**src/rtl/forward_query_record_table_core_assert.svh**
```systemverilog
// Assertion macros for the forward query record table core.
`ifndef FORWARD_QUERY_RECORD_TABLE_CORE_ASSERT_SVH
`define FORWARD_QUERY_RECORD_TABLE_CORE_ASSERT_SVH

// Same-cycle implication, disabled in reset.
`define FQRT_ASSERT_NOW(label, ante, cons) \
    label: assert property (@(posedge i_clk) disable iff (!i_rst_n) (ante) |-> (cons)) \
        else $error("fqrt check failed");

// Next-cycle implication, disabled in reset.
`define FQRT_ASSERT_NEXT(label, ante, cons) \
    label: assert property (@(posedge i_clk) disable iff (!i_rst_n) (ante) |=> (cons)) \
        else $error("fqrt check failed");

`endif

```
**src/rtl/fqrt_pkg.sv**
```systemverilog
// Package: types, codes and defaults for the forward query record table.
package fqrt_pkg;
    localparam int DefTableDepth  = 256;
    localparam int DefDigestWords = 4;

    // Operation codes
    localparam logic [1:0] OP_ALLOC    = 2'd0;
    localparam logic [1:0] OP_LOOK_ID  = 2'd1;
    localparam logic [1:0] OP_LOOK_FLG = 2'd2;
    localparam logic [1:0] OP_RELEASE  = 2'd3;

    // Result status codes
    localparam logic [2:0] ST_ALLOCATED = 3'd0;
    localparam logic [2:0] ST_REFUSED   = 3'd1;
    localparam logic [2:0] ST_FULL      = 3'd2;
    localparam logic [2:0] ST_HIT       = 3'd3;
    localparam logic [2:0] ST_MISS      = 3'd4;
    localparam logic [2:0] ST_RELEASED  = 3'd5;

    // Configuration register indexes
    localparam logic REG_TIMEOUT    = 1'b0;
    localparam logic REG_MAX_ACTIVE = 1'b1;

    localparam logic [7:0] TIMEOUT_RST    = 8'd10;
    localparam logic [8:0] MAX_ACTIVE_RST = 9'd150;

    typedef struct packed {
        logic [1:0]  op;
        logic [31:0] now;
        logic        force_req;
        logic [15:0] query_id;
        logic [63:0] hash_0;
        logic [63:0] hash_1;
        logic [63:0] hash_2;
        logic [63:0] hash_3;
        logic [15:0] flags;
        logic [15:0] flag_mask;
        logic [7:0]  slot;
    } t_req;

    typedef struct packed {
        logic [2:0]  status;
        logic [7:0]  slot_out;
        logic        reclaimed;
        logic [15:0] entry_id;
        logic [31:0] entry_time;
    } t_rsp;

    // True when the signed wrapping difference a - b is at least lim
    function automatic logic diff_at_least(logic [31:0] a, logic [31:0] b, logic [31:0] lim);
        logic [31:0] d;
        d = a - b;
        return !d[31] && (d >= lim);
    endfunction
endpackage

```
**src/rtl/fqrt_ctrl.sv**
```systemverilog
// Controller: sequences accept, table scan, drain and finish.
module fqrt_ctrl #(
    parameter int TABLE_DEPTH = fqrt_pkg::DefTableDepth
) (
    input  logic       i_clk,
    input  logic       i_rst_n,
    input  logic       i_start,
    input  logic [1:0] i_op,
    input  logic       i_hit,
    output logic       o_busy,
    output logic       o_accept,
    output logic       o_rd_en,
    output logic [$clog2(TABLE_DEPTH)-1:0] o_rd_addr,
    output logic       o_finish
);
    import fqrt_pkg::*;

    localparam int IW = $clog2(TABLE_DEPTH);
    localparam logic [1:0] S_IDLE = 2'd0;
    localparam logic [1:0] S_SCAN = 2'd1;
    localparam logic [1:0] S_LAST = 2'd2;
    localparam logic [1:0] S_FIN  = 2'd3;

    logic [1:0]    r_state, n_state;
    logic [IW-1:0] r_idx, n_idx;

    assign o_busy    = (r_state != S_IDLE);
    assign o_accept  = i_start && !o_busy;
    assign o_rd_en   = (r_state == S_SCAN);
    assign o_rd_addr = r_idx;
    assign o_finish  = (r_state == S_FIN);

    // next state
    always_comb begin
        n_state = r_state;
        n_idx   = r_idx;
        case (r_state)
            S_IDLE: begin
                n_idx = '0;
                if (o_accept) begin
                    n_state = (i_op == OP_RELEASE) ? S_FIN : S_SCAN;
                end
            end
            S_SCAN: begin
                n_idx = r_idx + 1'b1;
                if (i_hit) begin
                    n_state = S_FIN;
                end else if (r_idx == IW'(TABLE_DEPTH - 1)) begin
                    n_state = S_LAST;
                end
            end
            S_LAST:  n_state = S_FIN;
            S_FIN:   n_state = S_IDLE;
            default: n_state = S_IDLE;
        endcase
    end

    always_ff @(posedge i_clk) begin
        if (!i_rst_n) begin
            r_state <= S_IDLE;
            r_idx   <= '0;
        end else begin
            r_state <= n_state;
            r_idx   <= n_idx;
        end
    end
endmodule

```
**config.mk**
```make
export PLATFORM = sky130hd
export DESIGN_NAME = fqrt_ctrl
export DESIGN_NICKNAME = d
export VERILOG_FILES = /design/src/rtl/forward_query_record_table_core_assert.svh /design/src/rtl/fqrt_pkg.sv /design/src/rtl/fqrt_ctrl.sv
export SDC_FILE = /design/constraint.sdc
export NUM_CORES = 1
export LEC_CHECK = 0
export ABC_AREA = 0
export BUFFER_PORTS_ARGS = -buffer_cell sky130_fd_sc_hd__buf_2
export CORE_AREA = 8 8 45 47
export DETAILED_ROUTE_END_ITERATION = 8
export DIE_AREA = 0 0 53 55
export GPL_TIMING_DRIVEN = 0
export HOLD_SLACK_MARGIN = 0.1
export PLACE_DENSITY_LB_ADDON = 0.15
export SETUP_SLACK_MARGIN = 0.15
export SLEW_MARGIN = 20
export SYNTH_ARGS = -nofsm -noshare
export SYNTH_HDL_FRONTEND = slang
export SYNTH_SLANG_ARGS = --single-unit
export TNS_END_PERCENT = 30
```
**constraint.sdc**
```tcl
create_clock -name i_clk -period 2 [get_ports i_clk]
set_input_delay 0.4 -clock i_clk [delete_from_list [all_inputs] [get_ports i_clk]]
set_output_delay 0.4 -clock i_clk [all_outputs]
set_load 0.02 [all_outputs]
```
* Yosys cells after proc, flatten, opt, wreduce, memory -nomap -nowiden *
Index checks and enable logic that the tools add are counted.

word-level totals
  flip-flop bits (word level) = 10
  input port bits = 6
  output and inout port bits = 12
  word-level logic and storage cells = 22

cells by class
  add/sub/neg operators = 1
  equal/unequal tests = 7
  mux-type cells = 6
  reductions and logical operators = 6

operator list
  operator                                                                number
  8-bit case mux with 2 select lines                                      1
  8-bit by 1-bit adder with 8-bit output (second input constant)          1
  8-bit equality test (second input constant)                             1
  2-bit 2-to-1 mux                                                        4
  2-bit case mux with 4 select lines                                      1
  2-bit equality test (second input constant)                             3
  2-bit nonzero test                                                      2
  3-bit by 2-bit != test with 1-bit output (second input constant)        1
  2-bit by 1-bit equality test with 1-bit output (second input constant)  1
  2-bit zero test                                                         1
  2-bit != test (second input constant)                                   1
  2-bit AND reduction                                                     1
  1-bit logical AND                                                       1
  1-bit zero test                                                         1

* Logic depth before layout (Yosys ltp) *
  depth in word-level cells = 5
  depth in mapped cells = 6

* Worst setup path before layout *
Ideal clock, no wire load.

  path type = reg2reg
  from = register r_state[1]
  to = register r_idx[7] (netlist: o_rd_addr[7])
  data arrival time = 1.290 ns
  data required time = 1.864 ns
  setup slack = 0.574 ns
  cell stages (with the launch flop) = 7
  buffers on the path = 0
  cell sequence = dfxtp_1 inv_1 ha_1 o2111ai_2 nor3_1 xnor2_1 nor2_1

between the ends
  longest elaborated chain between the ends = 2
  elaborated cells between the ends (all ways) = 4
  classes of those cells = 1 x eq/ne; 1 x mux; 2 x reduce/logical

ends and longest elaborated chain
  item                                                                               line             text
  from (decl)                                                                        fqrt_ctrl.sv:24  logic [1:0] r_state, n_state;
  from (signal assigned)                                                             fqrt_ctrl.sv:63  r_state <= n_state;
  2-bit by 1-bit equality test with 1-bit output or 2-bit zero test (tied branches)  fqrt_ctrl.sv:37  case (r_state)
  8-bit case mux with 2 select lines or 2-bit nonzero test (tied branches)           -
  to (signal assigned)                                                               fqrt_ctrl.sv:64  r_idx <= n_idx;
  to (decl)                                                                          fqrt_ctrl.sv:25  logic [IW-1:0] r_idx, n_idx;

Parallel ways exist; a longest one is shown, timed or not.
A chain may end at the register's enable or synchronous reset.

* Worst setup path in the final report *
  from = register r_state[1]
  to = output port o_accept

between the ends
  longest elaborated chain between the ends = 3

ends and longest elaborated chain
  item                line             text
  2-bit nonzero test  fqrt_ctrl.sv:27  assign o_busy = (r_state != S_IDLE);
  1-bit zero test     fqrt_ctrl.sv:28  assign o_accept = i_start && !o_busy;
  1-bit logical AND   fqrt_ctrl.sv:28
  to (decl)           fqrt_ctrl.sv:11  output logic o_accept,

No other way between the ends.

==> metrics <==
root buf cell=clkbuf_4; H-tree levels=1; startpoint class of the critical path=flip-flop; Period minus WS final=~1.7 ns; first-pass GRT wire length=between 2000 and 2500 um; chip height=55 um; Worst slew margin=0.694; outcome=finished, final reports clean; Least-Margin Pin Slew=0.456 ns; CTS Hold Bufs=0; Post-synth EDFFs=0; Fmax=about 600 MHz; Synth Flop Type=dfxtp_1; vias in the first global route=roughly 480; Port Buffer Count=17; CTS max path bufs=2; # clock sinks=10; DIE AREA=just under 3000 sq um; DR vias/cell=about 5; Num CTS Buffers=3; Post-synth top cells=dfxtp_1, nand2_1, o21ai_0; Design Power=0.840 mW; Hold Slack=between 0.4 and 0.5 ns; final setup fails=0; Synth top area share=0.359; RSZ-0062 raised after global routing=no; CP max-delay cell=dfxtp_1; Layout Nets=100; top post-synthesis cells by area=dfxtp_1, ha_1, o21ai_0; Yosys cell types=20; DRT iter0 DRCs=1; Setup TNS=0 ns; Final Non-Filler Cells=between 100 and 150; CTS tree=yes; Max Cap Violations=0; worst-path cell chain=inv_1 > ha_2 > and2_1 > buf_2; GRT Total Usage=0.0938; Final Skew=roughly 0.0035 ns; routed len/inst=between 10 and 15 um; chip width=~53 um; Max VDD drop=roughly 0.00053 V; initial antenna violation count=0; TritonRoute pass-1 iters=4; Final Hold Viols=0; Post-Layout Inst Area=about 700 sq um; fin util=0.508; pre-CTS setup slack=around 0.21 ns; Post-Syn Area=around 560 sq um; dpl hpwl=between 900 and 1000 um; I/O pin cnt=18; Placed Cells=between 90 and 100; post-synthesis cell count=66; Req. time, crit path=between 1.5 and 2 ns; pwr dens=1190 nW/um^2; fraction of layout cells with a size suffix above 1=0.287; core footprint=approximately 1400 sq um; Pleak=between 0.3 and 0.4 nW; CTS resizes=0; Post-Syn Area per Cell=roughly 8.5 sq um; largest net degree at the start of global routing=9; CP peak stage delay=0.32 ns; CP Max Fanout=6; Synth Warn #=0; Area Growth Syn to Fin=26.0%; Clock Latency Late Sink=0.27 ns; Residual DRC=0; Slew Viols, Final=0; grt total ovfl=0; cell taking the most area after synthesis=dfxtp_1; vias=about 510; gpl congestion=0.709; Hold Path Class=in2reg; Syn Nets=between 70 and 80; final worst setup slack=0.321 ns; Worst-path clk slew=0.07 ns; ANT cells=0; Post-synth ARST share=0; dpl cell area=around 660 sq um; Starting Density=0.403; WS Path Type=reg2out; setup bufs post-CTS=0; drt total wl=around 1200 um; register bit total from synthesis=10; # rows=14; CP endpoint kind=output pin; Data arrival, critical path=1.28 ns; Final ANT Viol Nets=0; Tcrit/Tclk final=0.840; sequential area share after synthesis=0.359
-- kinds of logic (layout without fill, tap and decap cells) --
family | Yosys count | count (layout) | share of synthesized area
AOI/OAI and AO/OA | 16 | 16 | 0.177
xor gates and xnor gates | 3 | 3 | 0.0471
adders and majority gates | 6 | 6 | 0.135
buffers and inverters | 3 | 24 | 0.0202
DFF | 10 | 10 | 0.359
muxes | 3 | 3 | 0.0538
and+or+nand+nor | 25 | 25 | 0.209
-- layer usage --
layer / vias to the layer above / part of all wire / wire length (um) / track usage
met1: 218 / 0.51 / 607 / 0.127
met3: 4 / 0.056 / 67 / 0.0294
met5: - / 0 / 0 / 0
li1: 270 / - / - / -
met2: 13 / 0.41 / 487 / 0.121
met4: 0 / 0.023 / 27 / 0.0647
-- final timing paths --
check | from | to | slack [ns] | cells after the start
setup / recovery | r_state[1]$_SDFFE_PN0P_ | o_accept | 0.32 | 4
hold / removal | i_rst_n | o_rd_addr[0]$_SDFFE_PN0P_ | 0.44 | 2
setup reg to reg | r_state[1]$_SDFFE_PN0P_ | o_rd_addr[7]$_SDFFE_PN0P_ | 0.37 | 6
hold reg to reg | r_state[1]$_SDFFE_PN0P_ | r_state[1]$_SDFFE_PN0P_ | 0.48 | 2
-- placed cells by master (no fill, tap or decap), drive strengths merged, types with 2 or more instances in the layout --
cell / Yosys / layout
o21ai: 9 / 9
nand3: 2 / 2
xor2: 2 / 2
ha: 6 / 6
inv: 3 / 3
nand2: 10 / 10
buf: 0 / 17
clkbuf: 0 / 4
nor2: 5 / 5
o211ai: 2 / 2
nor2b: 2 / 2
mux2i: 3 / 3
a21oi: 3 / 3
dfxtp: 10 / 10
or3: 2 / 2
-- worst max-delay path, delay by kind of cell, from the launching register on --
family / cells / cell delay [ns]
flip-flops: 1 / 0.32
buffers and inverters: 2 / 0.29
adder cells (fa/ha/maj): 1 / 0.26
AND/OR/NAND/NOR: 1 / 0.13
-- power breakdown --
group          switching (mW)  internal, mW  total, mW
combinational           0.247         0.142      0.388
clock                  0.0771         0.111      0.188
sequential             0.0341         0.230      0.264
total                   0.358         0.482      0.840
-- sequential cells by signal, summed over array words and instances, names as in the netlist --
name       flops
o_rd_addr      8
r_state        2
-- cell type report --
type	count	area (sq um)
Clock buffer	4	36.3
Fill cell	137	681
Inverter	3	11.3
Multi-Input combinational cell	53	349
Sequential cell	10	201
Tap cell	16	20.0
Timing Repair Buffer	17	85.1
No activity file was read; power rests on OpenSTA's default activity.
